[src/sv/pmi_pkg.sv]
// Types, constants and tables for the popcorn map iterator.
`default_nettype none
package pmi_pkg;
  localparam int CORDIC_STEPS_DEF = 24;
  localparam int QW = 32;
  localparam int GW = 31;
  localparam int AW = 34;
  localparam int DIV_W = AW + 20;

  localparam logic [29:0] INV2PI = 30'd683565276;
  localparam logic signed [31:0] PIHALF = 32'sd1686629713;
  localparam logic signed [AW-1:0] KINV = 34'sd652032874;
  localparam logic signed [GW-1:0] GAIN_RST = 31'sd52429;
  localparam logic signed [QW-1:0] Q_MAX = 32'sh7FFF_FFFF;
  localparam logic signed [QW-1:0] Q_MIN = 32'sh8000_0000;

  typedef enum logic [1:0] {
    FUNC_STEP  = 2'd0,
    FUNC_START = 2'd1,
    FUNC_LOAD  = 2'd2,
    FUNC_NONE  = 2'd3
  } func_t;

  typedef enum logic [1:0] {
    REG_GAIN    = 2'd0,
    REG_START_X = 2'd1,
    REG_START_Y = 2'd2,
    REG_NONE    = 2'd3
  } reg_idx_t;

  typedef struct packed {
    logic ld_start;
    logic ld_given;
    logic ld_ang;
    logic pass;
    logic coord;
    logic mul1;
    logic mul2;
    logic cord;
    logic quad;
    logic div_init;
    logic div_step;
    logic tan_fin;
    logic gain;
    logic upd;
    logic commit;
  } cmd_t;

  typedef struct packed {
    logic cord_done;
    logic div_done;
  } sts_t;

  function automatic logic [AW-1:0] atan_lut(input logic [4:0] i);
    logic [31:0] v;
    case (i)
      5'd0:  v = 32'h3243F6A8;
      5'd1:  v = 32'h1DAC6705;
      5'd2:  v = 32'h0FADBAFC;
      5'd3:  v = 32'h07F56EA6;
      5'd4:  v = 32'h03FEAB76;
      5'd5:  v = 32'h01FFD55B;
      5'd6:  v = 32'h00FFFAAA;
      5'd7:  v = 32'h007FFF55;
      5'd8:  v = 32'h003FFFEA;
      5'd9:  v = 32'h001FFFFD;
      5'd10: v = 32'h000FFFFF;
      5'd11: v = 32'h0007FFFF;
      5'd12: v = 32'h0003FFFF;
      5'd13: v = 32'h0001FFFF;
      5'd14: v = 32'h0000FFFF;
      5'd15: v = 32'h00007FFF;
      5'd16: v = 32'h00003FFF;
      5'd17: v = 32'h00001FFF;
      5'd18: v = 32'h00000FFF;
      5'd19: v = 32'h000007FF;
      5'd20: v = 32'h000003FF;
      5'd21: v = 32'h000001FF;
      5'd22: v = 32'h000000FF;
      5'd23: v = 32'h0000007F;
      5'd24: v = 32'h0000003F;
      5'd25: v = 32'h0000001F;
      5'd26: v = 32'h0000000F;
      5'd27: v = 32'h00000008;
      5'd28: v = 32'h00000004;
      5'd29: v = 32'h00000002;
      5'd30: v = 32'h00000001;
      default: v = 32'h00000000;
    endcase
    return {{(AW-32){1'b0}}, v};
  endfunction
endpackage
`default_nettype wire

[src/sv/pmi_ctrl.sv]
// Controller: handshakes and sequencing of the datapath micro-steps.
`default_nettype none
module pmi_ctrl (
  input  wire logic          clk,
  input  wire logic          rst_n,
  input  wire logic          in_tvalid,
  output logic               in_tready,
  input  wire logic [1:0]    in_tuser,
  output logic               out_tvalid,
  input  wire logic          out_tready,
  output pmi_pkg::cmd_t      cmd,
  input  wire pmi_pkg::sts_t sts
);
  typedef enum logic [3:0] {
    ST_IDLE, ST_ANG, ST_MUL1, ST_MUL2, ST_CORD, ST_QUAD, ST_DIVI, ST_DIV,
    ST_TANF, ST_GAIN, ST_UPD, ST_COMMIT
  } state_t;

  state_t state_r, state_nxt;
  logic   pass_r, pass_nxt, coord_r, coord_nxt, oval_r, oval_nxt;
  logic   in_xfer, free;

  assign in_tready  = (state_r == ST_IDLE);
  assign out_tvalid = oval_r;
  assign in_xfer    = in_tvalid && in_tready;
  assign free       = !oval_r || out_tready;

  always_comb begin
    state_nxt = state_r;
    pass_nxt  = pass_r;
    coord_nxt = coord_r;
    cmd       = '0;
    cmd.pass  = pass_r;
    cmd.coord = coord_r;
    oval_nxt  = oval_r && !out_tready;
    unique case (state_r)
      ST_IDLE: begin
        if (in_xfer) begin
          unique case (pmi_pkg::func_t'(in_tuser))
            pmi_pkg::FUNC_STEP: begin
              state_nxt = ST_ANG;
              pass_nxt  = 1'b0;
              coord_nxt = 1'b0;
            end
            pmi_pkg::FUNC_START: cmd.ld_start = 1'b1;
            pmi_pkg::FUNC_LOAD:  cmd.ld_given = 1'b1;
            default: ;
          endcase
        end
      end
      ST_ANG: begin cmd.ld_ang = 1'b1; state_nxt = ST_MUL1; end
      ST_MUL1: begin cmd.mul1 = 1'b1; state_nxt = ST_MUL2; end
      ST_MUL2: begin cmd.mul2 = 1'b1; state_nxt = ST_CORD; end
      ST_CORD: begin
        cmd.cord = 1'b1;
        if (sts.cord_done) state_nxt = ST_QUAD;
      end
      ST_QUAD: begin
        cmd.quad  = 1'b1;
        state_nxt = pass_r ? ST_GAIN : ST_DIVI;
      end
      ST_DIVI: begin cmd.div_init = 1'b1; state_nxt = ST_DIV; end
      ST_DIV: begin
        cmd.div_step = 1'b1;
        if (sts.div_done) state_nxt = ST_TANF;
      end
      ST_TANF: begin
        cmd.tan_fin = 1'b1;
        pass_nxt    = 1'b1;
        state_nxt   = ST_ANG;
      end
      ST_GAIN: begin cmd.gain = 1'b1; state_nxt = ST_UPD; end
      ST_UPD: begin
        cmd.upd = 1'b1;
        if (coord_r) begin
          state_nxt = ST_COMMIT;
        end else begin
          coord_nxt = 1'b1;
          pass_nxt  = 1'b0;
          state_nxt = ST_ANG;
        end
      end
      ST_COMMIT: begin
        // wait until the output register is free
        if (free) begin
          cmd.commit = 1'b1;
          oval_nxt   = 1'b1;
          state_nxt  = ST_IDLE;
        end
      end
      default: state_nxt = ST_IDLE;
    endcase
  end

  always_ff @(posedge clk) begin
    if (!rst_n) begin
      state_r <= ST_IDLE;
      pass_r  <= 1'b0;
      coord_r <= 1'b0;
      oval_r  <= 1'b0;
    end else begin
      state_r <= state_nxt;
      pass_r  <= pass_nxt;
      coord_r <= coord_nxt;
      oval_r  <= oval_nxt;
    end
  end
endmodule
`default_nettype wire

[config.mk]
export PLATFORM = sky130hd
export DESIGN_NAME = pmi_ctrl
export DESIGN_NICKNAME = d
export VERILOG_FILES = /design/src/sv/pmi_pkg.sv /design/src/sv/pmi_ctrl.sv
export SDC_FILE = /design/constraint.sdc
export NUM_CORES = 1
export LEC_CHECK = 0
export BUFFER_PORTS_ARGS = -buffer_cell sky130_fd_sc_hd__buf_2
export CAP_MARGIN = 20
export CORE_MARGIN = 3
export CORE_UTILIZATION = 45
export DETAILED_ROUTE_END_ITERATION = 10
export MAX_ROUTING_LAYER = met4
export PLACE_DENSITY = 0.77
export SLEW_MARGIN = 10
export SYNTH_ARGS = -nofsm -noshare
export SYNTH_HDL_FRONTEND = slang
export SYNTH_SLANG_ARGS = --single-unit
[constraint.sdc]
create_clock -name clk -period 2.1 [get_ports clk]
set_clock_uncertainty 0.2 [all_clocks]
set_input_delay 0.21 -clock clk [delete_from_list [all_inputs] [get_ports clk]]
set_output_delay 0.21 -clock clk [all_outputs]
set_load 0.01 [all_outputs]
Word-level counts from Yosys, hierarchy flattened. Index checks and enable logic that the tools add are counted.

Register bits: 7. Bits in read-only memories: 0. Memories: 0. Latch bits: 0. RAM bits: 0. Output and inout bits: 17. Logic and storage cells: 66.

Eq/ne operators: 19. Multipliers: 0. Mux-type cells: 31. Order comparisons: 0. Shifts and indexed selects: 0. Add/subtract/negate cells: 0. Bitwise gates (word level): 0. Div/mod/pow operators: 0. Reduce and logical (&&, ||, !) cells: 12.

Operators with widths (count): $pmux W4 S12 (1); $mux W4 (7); $mux W1 (19); $eq A4 B3 Y1 const B (4); $eq A4 B4 Y1 const B (4); $eq A4 B2 Y1 const B (2); $ne A2 B2 Y1 const B (4); $reduce_and A5 Y1 (1); $eq A4 B1 Y1 const B (1); $logic_not A4 Y1 (1); $mux W2 (2); $ne A2 B1 Y1 const B (2); $reduce_and A4 Y1 (1); $pmux W1 S3 (1); $reduce_and A3 Y1 (1); $reduce_bool A3 Y1 (1); $eq A2 B1 Y1 const B (1); $eq A2 B2 Y1 const B (1); $logic_and A1 B1 Y1 (2); $logic_not A1 Y1 (2); $logic_not A2 Y1 (1); $pmux W1 S2 (1); $reduce_bool A2 Y1 (1); $logic_or A1 B1 Y1 (1).

Depth between registers and ports, before layout. Gate-level depths: netlist of run 1.

Depth in word-level cells: 4. Gate-level depth with buffers: 5.

Worst setup path before layout of run 1. Ideal clock, no wire load.

Path kind: reg-to-reg. Start: register state_r[1]. End: register pass_r. Path slack: 488 ps. Stages on the path, launching flop included: 6. Data required time: 1785 ps. Arrival: 1297 ps. Clock period less this slack: 1612 ps. Setup time: 115 ps. Path through: dfxtp_1 buf_6 nor4_4 nand3b_1 o221a_1 o21a_1.

Longest elaborated chain between the ends: 4.

RTL lines: start, declared (line pmi_ctrl.sv:19) `state_t state_r, state_nxt;`; start signal, assigned (line pmi_ctrl.sv:102) `state_r <= state_nxt;`; $logic_not A4 Y1 * (line pmi_ctrl.sv:23) `assign in_tready = (state_r == ST_IDLE);`; via in_tready (line pmi_ctrl.sv:7) `output logic in_tready,`; $logic_and A1 B1 Y1 (line pmi_ctrl.sv:25) `assign in_xfer = in_tvalid && in_tready;`; $ne A2 B1 Y1 (no source line); $reduce_and A4 Y1 (no source line); end signal, assigned (line pmi_ctrl.sv:103) `pass_r <= pass_nxt;`; end, declared (line pmi_ctrl.sv:20) `logic pass_r, pass_nxt, coord_r, coord_nxt, oval_r, oval_nxt;`.

The timed path passes the listed nets; every way through them passes the cells marked *. A chain may end at the register's enable or synchronous reset.

Worst setup path in the final report of run 1.
Start: register state_r[0]. End: register state_r[0].

Longest elaborated chain between the ends: 4.

RTL lines (line): $logic_not A4 Y1 (pmi_ctrl.sv:23, pmi_ctrl.sv:36); $logic_and A1 B1 Y1 (pmi_ctrl.sv:25); $ne A2 B1 Y1 (no source line); $reduce_and A5 Y1 (no source line).

Parallel ways exist; a longest one is shown, timed or not.

==> results.md, run 1 <==
- The x dimension of the die is roughly 42 µm.
- The synthesized-area fraction occupied by ao, oa, aoi and oai cells is 0.241.
- The number of primary I/O pins is 25.
- The wire length of the first global-routing pass is ~2.0 mm.
- Clock tree synthesis selected as its root buffer the cell sky130_fd_sc_hd__clkbuf_4.
- The number of buffers added to fix hold violations after cts is 0.
- In this run, distinct cell masters in the synthesized netlist total 30.
- After the first detailed-routing iteration, the DRC count stood at 7.
- The area of the mapped netlist is between 500 and 600 µm².
- The xor and xnor fraction of the mapped netlist area is 0.
- Synthesis produced 74 cells.
- The total area inside the core boundary comes to ~1200 µm².
- The post-synthesis net count is 82.
- The clock latency on the worst-skew pair is roughly 250 ps.
- The post-CTS resize count is 0.
- The hold violation total from the final report is 0.
- The net count of the finished layout is around 100.
- The power per cell area is 908 nW/µm².
- The full die area is between 1500 and 2000 µm².
- The via-per-instance ratio is roughly 5.5.
- Counting every sink on the clock net gives 7.
- No sink is reached through more buffers than the 2 on the longest clock path.
- TritonCTS built the clock tree.
- The initial cell density of the core is 0.505.
- The endpoint kind of the worst setup timing path is a flip-flop.
- The peak supply drop is roughly 0.43 mV.
- In this run the tightest slew margin relative to its limit is 0.634.
- Buffers inserted during clock tree synthesis total 3.
- The total vias in the final route is between 600 and 700.
- Input and output buffers added on the ports amount to 24.
- STA classifies the critical path startpoint as a flip-flop.
- The count of unresolved DRC violations after routing is 0.
- The number of antenna violations at the first check in global routing is 0.
- After synthesis, the mean cell area works out to around 8.0 µm².
- Across the run, the number of max-cap violations was 0.
- The final setup violation count is 0.
- The largest net degree at the start of global routing is 18.
- The height of the die is roughly 42 µm.
- The mux contribution to synthesized area is 0.
- The average detailed-routed wire length per instance is around 12 µm.
- Of the total synthesized cell area, the portion taken by AND, OR, NAND and NOR gates is 0.412.
- The share of the clock period used by the worst path after layout is 0.892.
- Before CTS, the worst setup slack after placement is around 270 ps.
- STA puts the critical path data required time at 2040 ps.
- After synthesis, the largest family of logic cells by area is simple AND/OR/NAND/NOR gates.
- Clock-pin slew was measured on the worst setup and hold paths at approximately 60 ps.
- In this run the post-CTS setup repair buffer count came out at 0.
- The design draws between 0.6 and 0.7 mW.
- The largest fanout of any net on the critical path is 17.
- The yosys synthesis warning count is 0.
- The arithmetic-cell share of the synthesized area counting full adders, half adders and majority gates is 0.
- The type of the worst min-delay path is primary input to flip-flop.
- The total track usage is 0.151.
- The repair_antennas step left the layout with diodes totalling 0.
- The biggest area contributor in the post-synthesis netlist is sky130_fd_sc_hd__dfxtp_1.
- By area the synthesized netlist is led by sky130_fd_sc_hd__dfxtp_1, sky130_fd_sc_hd__nand2b_1, sky130_fd_sc_hd__a22o_1, sky130_fd_sc_hd__buf_4, sky130_fd_sc_hd__o21a_1.
- The summed negative setup slack over all endpoints is 0 ps.
- Setup repair after global routing left no endpoint under its margin.
- The remaining number of nets flagged by the antenna check after routing is 0.
- The detailed placer's ending HPWL is 947 µm.
- The run finished with clean final reports.
- STA puts the critical path data arrival time at about 1800 ps.
- The static leakage power is 0.345 nW.
- After routing the design area is 713 µm².
- The area growth from synthesis to layout is 20.5%.
- The number of standard-cell rows in the floorplan is 12.
- Of the cells placed in the final design, the portion with a size suffix greater than 1 is 0.326.
- For this run, the register share of the synthesized area comes to 0.237.
- The number of max-slew violations in the final report is 0.
- The minimum clock period is approximately 1900 ps.
- The routability congestion estimate is 0.789.
- Once placement finished, the instance area stood at 687 µm².
- The first detailed-routing pass ran for 4 iterations.
- Wires add up to ~1.3 mm.
- The number of global-route vias before repair came to between 400 and 500.
- In this run, synthesis produced a sequential element count of 7.
- Counting the fill cells in the layout gives 120.
- Based on the critical path, the design can be clocked at up to roughly 530 MHz.
- Global routing finished with a remaining overflow of 0.
- The share of synthesized area in the top cell type comes to 0.237.
- The slew at the pin closest to its max-slew limit is about 550 ps.
- For flop-to-flop paths, the worst setup slack is between 200 and 250 ps.
- In this run the number of H-tree levels came out at 1.
- The startpoint-to-endpoint class of the critical path is flip-flop to flip-flop.
- Setup slack closes at between 200 and 250 ps.
==> per-stage QoR <==
step,hold WS (ps),cells,util
after global placement,292,105,0.587
after CTS,44.3,109,0.609
final,53.4,109,0.609
after global routing,44.8,109,0.609
after floorplan,127,74,-
after detailed placement,304,105,0.587
==> per-layer routing <==
layer,track usage,vias up,routed length (µm),share of wire
li1,-,311,-,-
met1,0.200,271,603,0.47
met2,0.198,22,582,0.45
met3,0.0300,0,98,0.076
met4,0.112,0,0,0
met5,-,-,0,0
==> synth_stat cells <==
cell	count
sky130_fd_sc_hd__clkbuf_1	3
sky130_fd_sc_hd__and3b_1	1
sky130_fd_sc_hd__buf_2	1
sky130_fd_sc_hd__a32o_1	1
sky130_fd_sc_hd__buf_4	4
sky130_fd_sc_hd__and4_1	1
sky130_fd_sc_hd__nor4_4	1
sky130_fd_sc_hd__buf_6	1
sky130_fd_sc_hd__nor2b_1	2
sky130_fd_sc_hd__o221a_1	1
sky130_fd_sc_hd__nor3b_1	1
sky130_fd_sc_hd__o21ai_0	2
sky130_fd_sc_hd__or3b_1	1
sky130_fd_sc_hd__o31a_1	1
sky130_fd_sc_hd__or2_0	1
sky130_fd_sc_hd__a21o_1	1
sky130_fd_sc_hd__a21boi_1	2
sky130_fd_sc_hd__dfxtp_1	7
sky130_fd_sc_hd__a22o_1	4
sky130_fd_sc_hd__nand2b_1	7
sky130_fd_sc_hd__o21a_1	4
sky130_fd_sc_hd__nor4b_4	1
sky130_fd_sc_hd__nor3_1	5
sky130_fd_sc_hd__nand3_1	1
sky130_fd_sc_hd__nand3b_1	3
sky130_fd_sc_hd__nand4b_1	1
sky130_fd_sc_hd__nor2_1	7
sky130_fd_sc_hd__nand2_1	4
sky130_fd_sc_hd__a21oi_1	3
sky130_fd_sc_hd__inv_1	2
==> worst max-delay path: stages, from the launching register on <==
cell and delay (ps):
sky130_fd_sc_hd__dfxtp_1 660, sky130_fd_sc_hd__nand4b_1 250, sky130_fd_sc_hd__nor2_1 320, sky130_fd_sc_hd__nor4b_4 100
sky130_fd_sc_hd__a32o_1 230
==> state kept, by name, summed over array words and instances, names as in the netlist <==
signal	flops
pass_r	1
coord_r	1
state_r	4
out_tvalid	1
==> report_power, final <==
| part | total (mW) | switching, mW | internal (mW) |
|---|---|---|---|
| clock | 0.124 | 0.0518 | 0.0726 |
| sequential | 0.224 | 0.0714 | 0.153 |
| combinational | 0.299 | 0.149 | 0.150 |
| total | 0.648 | 0.272 | 0.375 |
==> kinds of logic (layout without fill, tap and decap cells) <==
family	Yosys count	count (layout)
and+or+nand+nor	37	37
AOI/OAI and AO/OA	19	19
buffers and inverters	11	32
DFF	7	7
==> cell type report <==
cell class | instances | area, µm² | area share
flip-flops and latches | 7 | 140 | 0.196
multi-input cells | 56 | 387 | 0.542
clock buffers | 4 | 26.3 | 0.0368
inverters | 2 | 7.51 | 0.0105
repair buffers | 26 | 135 | 0.189
well taps | 14 | 17.5 | 0.0246
==> path summary, 6_finish.rpt <==
kind,startpoint,to,cells past startpoint
hold reg to reg,coord_r$_SDFFE_PN0P_,coord_r$_SDFFE_PN0P_,2
hold / removal,rst_n,pass_r$_SDFFE_PN0P_,2
setup / recovery,state_r[0]$_SDFFE_PN0P_,state_r[0]$_SDFFE_PN0P_,4
setup reg to reg,state_r[0]$_SDFFE_PN0P_,state_r[0]$_SDFFE_PN0P_,4
==> placed cells by master, fill, tap and decap left out <==
cell                       count
sky130_fd_sc_hd__and4_1        1
sky130_fd_sc_hd__buf_4         2
sky130_fd_sc_hd__a21oi_1       3
sky130_fd_sc_hd__nor2b_1       2
sky130_fd_sc_hd__nor4b_4       1
sky130_fd_sc_hd__dfxtp_1       7
sky130_fd_sc_hd__nand2_1       4
sky130_fd_sc_hd__inv_1         2
sky130_fd_sc_hd__nor3b_1       1
sky130_fd_sc_hd__buf_2        24
sky130_fd_sc_hd__nand3_1       1
sky130_fd_sc_hd__o21ai_0       2
sky130_fd_sc_hd__a21o_1        1
sky130_fd_sc_hd__clkbuf_1      1
sky130_fd_sc_hd__clkbuf_4      3
sky130_fd_sc_hd__nor3_1        5
sky130_fd_sc_hd__nand2b_1      7
sky130_fd_sc_hd__nor4_4        1
sky130_fd_sc_hd__o31a_1        1
sky130_fd_sc_hd__o221a_1       1
sky130_fd_sc_hd__and3b_1       1
sky130_fd_sc_hd__or2_0         1
sky130_fd_sc_hd__nand4b_1      1
sky130_fd_sc_hd__nor2_1        7
sky130_fd_sc_hd__or3b_1        1
sky130_fd_sc_hd__a22o_1        4
sky130_fd_sc_hd__a21boi_1      2
sky130_fd_sc_hd__o21a_1        4
sky130_fd_sc_hd__nand3b_1      3
sky130_fd_sc_hd__a32o_1        1
No activity file was read; power rests on OpenSTA's default activity.
==> run 2: changes to the inputs <==
--- a/config.mk
+++ b/config.mk
@@ -11,7 +11,7 @@
 export CORE_UTILIZATION = 45
 export DETAILED_ROUTE_END_ITERATION = 10
 export MAX_ROUTING_LAYER = met4
-export PLACE_DENSITY = 0.77
+export PLACE_DENSITY = 0.76
 export SLEW_MARGIN = 10
 export SYNTH_ARGS = -nofsm -noshare
 export SYNTH_HDL_FRONTEND = slang
==> run 2 against run 1 <==
Global-route usage increased by 0.39 points. Critical path type is now flip-flop to output pin. Utilization increased by 0.64 points. Power is 1.0% higher. Combinational power up 3%. Sequential share of layout area fell by 0.20 points. Sequential power fell by 2%. Routed wire length grew 1.9%. Clock-buffer cell count stayed put. Maximum frequency up 0.13%.
==> results.md, run 2 (same netlist as run 1, synthesis figures left out) <==
- The flow ran to the end, and the final reports show no timing, DRC or antenna violations.
- Timing would allow up to ~530 MHz.
- Measured along the y axis, the die boundary spans 42.3 µm.
- The worst setup path is launched from a flip-flop.
- Relative to the synthesized area, the layout overhead comes to 21.8%.
- OpenSTA, run right after detailed placement, puts the worst setup slack at just under 300 ps.
- The met3 routed wirelength is approximately 94 µm.
- For flop-to-flop paths, the worst setup slack is ~270 ps.
- The wire length on met2 is between 500 and 600 µm.
- The number of sinks handled by clock tree synthesis is 7.
- The via-per-instance ratio is around 5.6.
- After the flow finishes, the layout carries non-filler instances totaling 110.
- The fraction of layout instances using a drive strength above 1 is 0.333.
- The clock latency on the worst-skew pair is 250 ps.
- The setup fix buffers added after clock tree synthesis is 0.
- The worst relative slew slack is 0.627.
- The number of gates resized after CTS was 0.
- The number of global-route vias before repair is approximately 490.
- Counting instances, the worst hold path has a depth of 2.
- The initial utilization of the core area, before any placement, comes to 0.505.
- Counting I/O delays and the setup requirement, the final critical path takes approximately 1900 ps.
- The critical path goes through nor4_4 > nand3b_1 > nor2_1 > buf_2.
- The type of the worst min-delay path is primary input to flip-flop.
- The worst-case IR drop observed on VDD is 0.351 mV.
- The family of cells with the greatest summed delay on the critical path is simple AND/OR/NAND/NOR gates.
- At the pin with the least slew margin, the transition time is about 560 ps.
- In this run, the number of DRC markers left after iteration 0 of detailed routing was 9.
- The total track usage is 0.155.
- The remaining number of nets flagged by the antenna check after routing is 0.
- The most frequent standard cell in the layout excluding fill and tap cells is sky130_fd_sc_hd__buf_2.
- The worst path meets setup with 229 ps of slack.
- The routability congestion estimate is around 0.8.
- In this run, post-CTS hold repair placed 0 buffers.
- The floorplan has 12 rows.
- The destination of the critical timing path is cmd[13].
- The full die area is about 1800 µm².
- The number of max-slew violations in the final report came to 0.
- The critical path is of the flip-flop to output pin type.
- 0 antenna diodes ended up in the layout.
- Along the worst path, the maximum fanout reaches 8.
- Summed over all layers, the global routing overflow is 0.
- The origin of the worst setup path is state_r[3]$_SDFFE_PN0P_.
- Setup repair after global routing left no endpoint under its margin.
- The detailed placer's ending HPWL is 965 µm.
- The maximum buffer depth of the clock tree is 2.
- The reg-to-reg critical path endpoint is state_r[0]$_SDFFE_PN0P_.
- The average detailed-routed wire length per instance is between 10 and 15 µm.
- The summed negative setup slack over all endpoints is 0 ps.
- For the worst flop-to-flop path, the logic depth is 4.
- The x dimension of the die is roughly 42 µm.
- Buffers inserted during clock tree synthesis total 3.
- The launch instance of the worst register-to-register path is state_r[0]$_SDFFE_PN0P_.
- The hold violation total from the final report came to 0.
- Dividing the final minimum period by the clock period gives 0.891.
- Across the run, the number of max-cap violations was 0.
- The largest net degree at the start of global routing is 18.
- The largest incremental delay on the critical path is 410 ps.
- Setup violations remaining at the end of the flow were counted as 0.
- The power per cell area is 908 nW/µm².
- The final net count is between 100 and 150.
- The first-pass iteration count of the detailed router is 4.
- The number of primary I/O pins is 25.
- Once placement completed, the tool counted placed cells totaling about 110.
- The required time at the endpoint of the critical path is approximately 1700 ps.
- The slowest stage of the critical path is the sky130_fd_sc_hd__dfxtp_1 cell.
- The top layer reached by signal wires is met3.
- The total core area is ~1200 µm².
- TritonCTS built the clock tree.
- The number of antenna violations at the first check in global routing is 0.
- Overall power consumption after layout is estimated at about 0.65 mW.
- In this run the number of H-tree levels came out at 1.
- The register bank with the most flops is state_r.
- Counting buffers and inverters, the worst setup path is 4 cells deep.
- The register with the most flip-flops in the layout has 4 of them.
- Leaving out fill and tap cells, the most frequent cells in the layout are sky130_fd_sc_hd__buf_2, sky130_fd_sc_hd__nor2_1, sky130_fd_sc_hd__nand2b_1, sky130_fd_sc_hd__dfxtp_1, sky130_fd_sc_hd__nor3_1.
- The total vias in the final route is 614.
- The static leakage power is 0.350 nW.
- The met1 wire length is 627 µm.
- The final wirelength is 1.31 mm.
- The count of input and output buffers is 24.
- The wire length of the first global-routing pass is 2.23 mm.
- The number of buffer and inverter instances along the worst setup path is 1.
- The register clock-pin slew on the reported worst setup and hold paths is ~60 ps.
- The worst setup path is captured at an output pin.
- The count of unresolved DRC violations after routing is 0.
- The data arrival time of the worst path is roughly 1500 ps.
- The clock root buffer is sky130_fd_sc_hd__clkbuf_4.
[run 2: cell types whose count changed in the layout (fill, tap and decap cells not counted), sizes merged]
cell  previous run  this run
buf             26        27
[run 2: worst min-delay path by stage]
stage | start | end | slack (ps)
6_report | rst_n | state_r[1]$_SDFFE_PN0P_ | 60
3_5_place_dp | out_tvalid$_SDFF_PN0_ | out_tvalid$_SDFF_PN0_ | 310
3_3_place_gp | coord_r$_SDFFE_PN0P_ | coord_r$_SDFFE_PN0P_ | 300
5_1_grt | rst_n | state_r[1]$_SDFFE_PN0P_ | 60
4_1_cts | rst_n | state_r[1]$_SDFFE_PN0P_ | 50
2_1_floorplan | rst_n | pass_r$_SDFFE_PN0P_ | 130
[run 2: stage by stage]
stage / area [µm²] / utilization / hold slack (ps)
2_1_floorplan: 592 / - / 127
3_3_place_gp: 694 / 0.593 / 297
3_5_place_dp: 694 / 0.593 / 311
4_1_cts: 721 / 0.615 / 51.3
5_1_grt: 721 / 0.615 / 62.9
6_report: 721 / 0.615 / 63.2
[run 2: area by class of cell]
cell class | instances | area [µm²]
clock buffer | 4 | 26.3
fill | 111 | 450
sequential | 7 | 140
timing repair buffer | 27 | 143
tap | 14 | 17.5
multi-input combinational | 56 | 387
inverter | 2 | 7.51
[run 2: power by group]
| part | leakage (nW) | internal (mW) | switching (mW) |
|---|---|---|---|
| Combinational | 0.278 | 0.152 | 0.157 |
| Clock | 0.0150 | 0.0728 | 0.0531 |
| Sequential | 0.0568 | 0.152 | 0.0673 |
[run 2: metal layers]
metal | global-route usage | vias to the layer above
met5 | - | -
met4 | 0.0373 | 0
met3 | 0.0258 | 0
met2 | 0.228 | 26
met1 | 0.219 | 279
li1 | - | 309
==> run 3: changes to the inputs <==
--- a/config.mk
+++ b/config.mk
@@ -12,6 +12,7 @@
 export DETAILED_ROUTE_END_ITERATION = 10
 export MAX_ROUTING_LAYER = met4
 export PLACE_DENSITY = 0.76
+export REMOVE_ABC_BUFFERS = 1
 export SLEW_MARGIN = 10
 export SYNTH_ARGS = -nofsm -noshare
 export SYNTH_HDL_FRONTEND = slang
==> run 3 against run 2 <==
Clock power is essentially flat. Largest cell class unchanged. Largest power group unchanged. Highest routed layer is now met4. First-iteration DRC count increased by 33%. Sequential share of layout area up 0.41 points. Clock-buffer cell count is the same. Cell area down 2.1%. Utilization down 1.3 points. Setup slack got worse by 69 ps. Die area stayed put. Non-clock buffer count fell by 2. Sequential power grew 5%.
==> results.md, run 3 (same netlist as run 1, synthesis figures left out) <==
- After clock tree synthesis, the clock-pin slew on the worst setup and hold paths is ~60 ps.
- Dividing the detail-routed wire length by the instance count gives ~12 µm.
- Of the total power, the clock network draws 0.193.
- Max-cap violations in this run came to 0.
- For the pin with the worst max-slew slack, the measured transition is about 560 ps.
- The number of max-slew violations in the final report is 0.
- The register with the most flip-flops in the layout has 4 of them.
- Of the total power, the share spent switching nets is 0.428.
- The placed instances occupy a cell area of between 600 and 700 µm².
- No sink is reached through more buffers than the 2 on the longest clock path.
- Across every metal layer, demand over resource in global routing totals 0.169.
- The TritonCTS clock tree is done.
- The region available for standard cell placement spans 1170 µm².
- The die covers ~1800 µm².
- The number of buffers added to fix hold violations after cts is 0.
- The number of antenna violations at the first check in global routing was 0.
- The initial utilization of the core area, before any placement, comes to 0.505.
- The routability congestion estimate is 0.793.
- The run finished with clean final reports.
- In the routed layout, each cell is associated on average with a via count of around 5.3.
- Clock tree synthesis inserted a total of 3 buffers.
- VDD sags by at most between 0.4 and 0.5 mV.
- The worst pin sits at a relative slew slack of 0.628.
- The analysis attributes to net switching a power of 0.281 mW.
- Measured on the finished design, the core utilization comes to 0.603.
- The detailed placer's ending HPWL is 932 µm.
- The number of primary I/O pins is 25.
- The x dimension of the die is ~42 µm.
- The number of sinks handled by clock tree synthesis is 7.
- For the worst setup path, the data required time is between 1500 and 2000 ps.
- In the finished design, the share of the clock period the worst path needs comes to 0.924.
- The repair_antennas step left the layout with diodes totalling 0.
- The first-pass iteration count of the detailed router is 4.
- The worst setup path is launched from a flip-flop.
- The count of buffers added on input and output ports is 24.
- The design draws 0.656 mW.
- The minimum clock period is 1940 ps.
- The startpoint-to-endpoint class of the critical path is flip-flop to output pin.
- Summed over all layers, the global routing overflow is 0.
- Entering global routing, the biggest net connects 18 pins.
- The total vias in the final route is between 500 and 600.
- Measured along the y axis, the die boundary spans roughly 42 µm.
- The data arrival time of the worst path is about 1500 ps.
- The final setup violation count is 0.
- The most frequent standard cell in the layout excluding fill and tap cells is sky130_fd_sc_hd__buf_2.
- The analysis attributes to cell leakage a power of ~0.34 nW.
- Summing all non-filler instances in the final layout gives an area of approximately 700 µm².
- The initialized floorplan defines 12 standard-cell rows.
- The worst-case hold slack is 51.1 ps.
- The setup fix buffers added after clock tree synthesis is 0.
- The clock root buffer is sky130_fd_sc_hd__clkbuf_4.
- The remaining number of nets flagged by the antenna check after routing is 0.
- The summed negative setup slack over all endpoints is 0 ps.
- Setup repair after global routing left no endpoint under its margin.
- The power per cell area is approximately 930 nW/µm².
- In this run the number of H-tree levels came out at 1.
- The clock latency on the worst-skew pair is between 200 and 300 ps.
- The register bank with the most flops is state_r.
- The library cells used most frequently in the layout, excluding fill and tap cells, are sky130_fd_sc_hd__buf_2, sky130_fd_sc_hd__nor2_1, sky130_fd_sc_hd__nand2b_1, sky130_fd_sc_hd__dfxtp_1, sky130_fd_sc_hd__nor3_1.
- The largest fanout of any net on the critical path is 15.
- The relative contribution of sequential cells to total power is 0.353.
- Internal power comes to about 0.38 mW.
- The type of the worst min-delay path is primary input to flip-flop.
- The number of global-route vias before repair is about 490.
- The count of unresolved DRC violations after routing is 0.
- The initial DRC count is 12.
- Static timing analysis puts the maximum clock frequency at 515 MHz.
- The combinational fraction of design power is 0.454.
- The final wirelength is roughly 1.3 mm.
- The hold violation total from the final report came to 0.
- The post-CTS resize count is 0.
- The endpoint kind of the worst setup timing path is an output pin.
- The final net count is around 100.
- The first global-routing pass estimated 2.22 mm of wire.
- The relative area change from synthesis to final layout is 19.2%.
- The fraction of layout instances using a drive strength above 1 is 0.319.
-- run 3: metrics by stage --
step | instances | setup slack (ps)
2_1_floorplan | 65 | 383
3_3_place_gp | 104 | 286
3_5_place_dp | 104 | 248
4_1_cts | 108 | 139
5_1_grt | 108 | 32.7
6_report | 108 | 160
-- run 3: worst max-delay path: stages, from the launching register on --
cell                       delay [ps]
sky130_fd_sc_hd__dfxtp_1          470
sky130_fd_sc_hd__nor4_4           400
sky130_fd_sc_hd__nand3b_1         160
sky130_fd_sc_hd__nor2_1           110
sky130_fd_sc_hd__buf_2            130
-- run 3: layer usage --
| layer | GRT usage | vias up | routed length (µm) |
|---|---|---|---|
| li1 | - | 303 | - |
| met1 | 0.213 | 241 | 594 |
| met2 | 0.225 | 28 | 556 |
| met3 | 0.0815 | 4 | 123 |
| met4 | 0.0745 | 0 | 16 |
| met5 | - | - | 0 |
-- run 3: power groups by stage --
stage / sequential [mW] / clock [mW] / combinational (mW)
finish: 0.232 / 0.126 / 0.298
global route: 0.239 / 0.147 / 0.328
CTS: 0.229 / 0.136 / 0.301
detailed placement: 0.233 / 0 / 0.298
global placement: 0.229 / 0 / 0.294
floorplan: 0.222 / 0 / 0.201
-- run 3: layout make-up --
cell class | count | area, µm²
Multi-Input combinational cell | 56 | 387
Sequential cell | 7 | 140
Clock buffer | 4 | 26.3
Tap cell | 14 | 17.5
Fill cell | 105 | 465
Timing Repair Buffer | 25 | 128
Inverter | 2 | 7.51
-- run 3: worst paths after layout --
path | start | end | slack, ps | cells past startpoint
setup / recovery | state_r[3]$_SDFFE_PN0P_ | cmd[13] | 160 | 4
hold / removal | rst_n | state_r[1]$_SDFFE_PN0P_ | 50 | 2
setup reg to reg | state_r[0]$_SDFFE_PN0P_ | state_r[0]$_SDFFE_PN0P_ | 230 | 4
hold reg to reg | out_tvalid$_SDFF_PN0_ | out_tvalid$_SDFF_PN0_ | 300 | 2
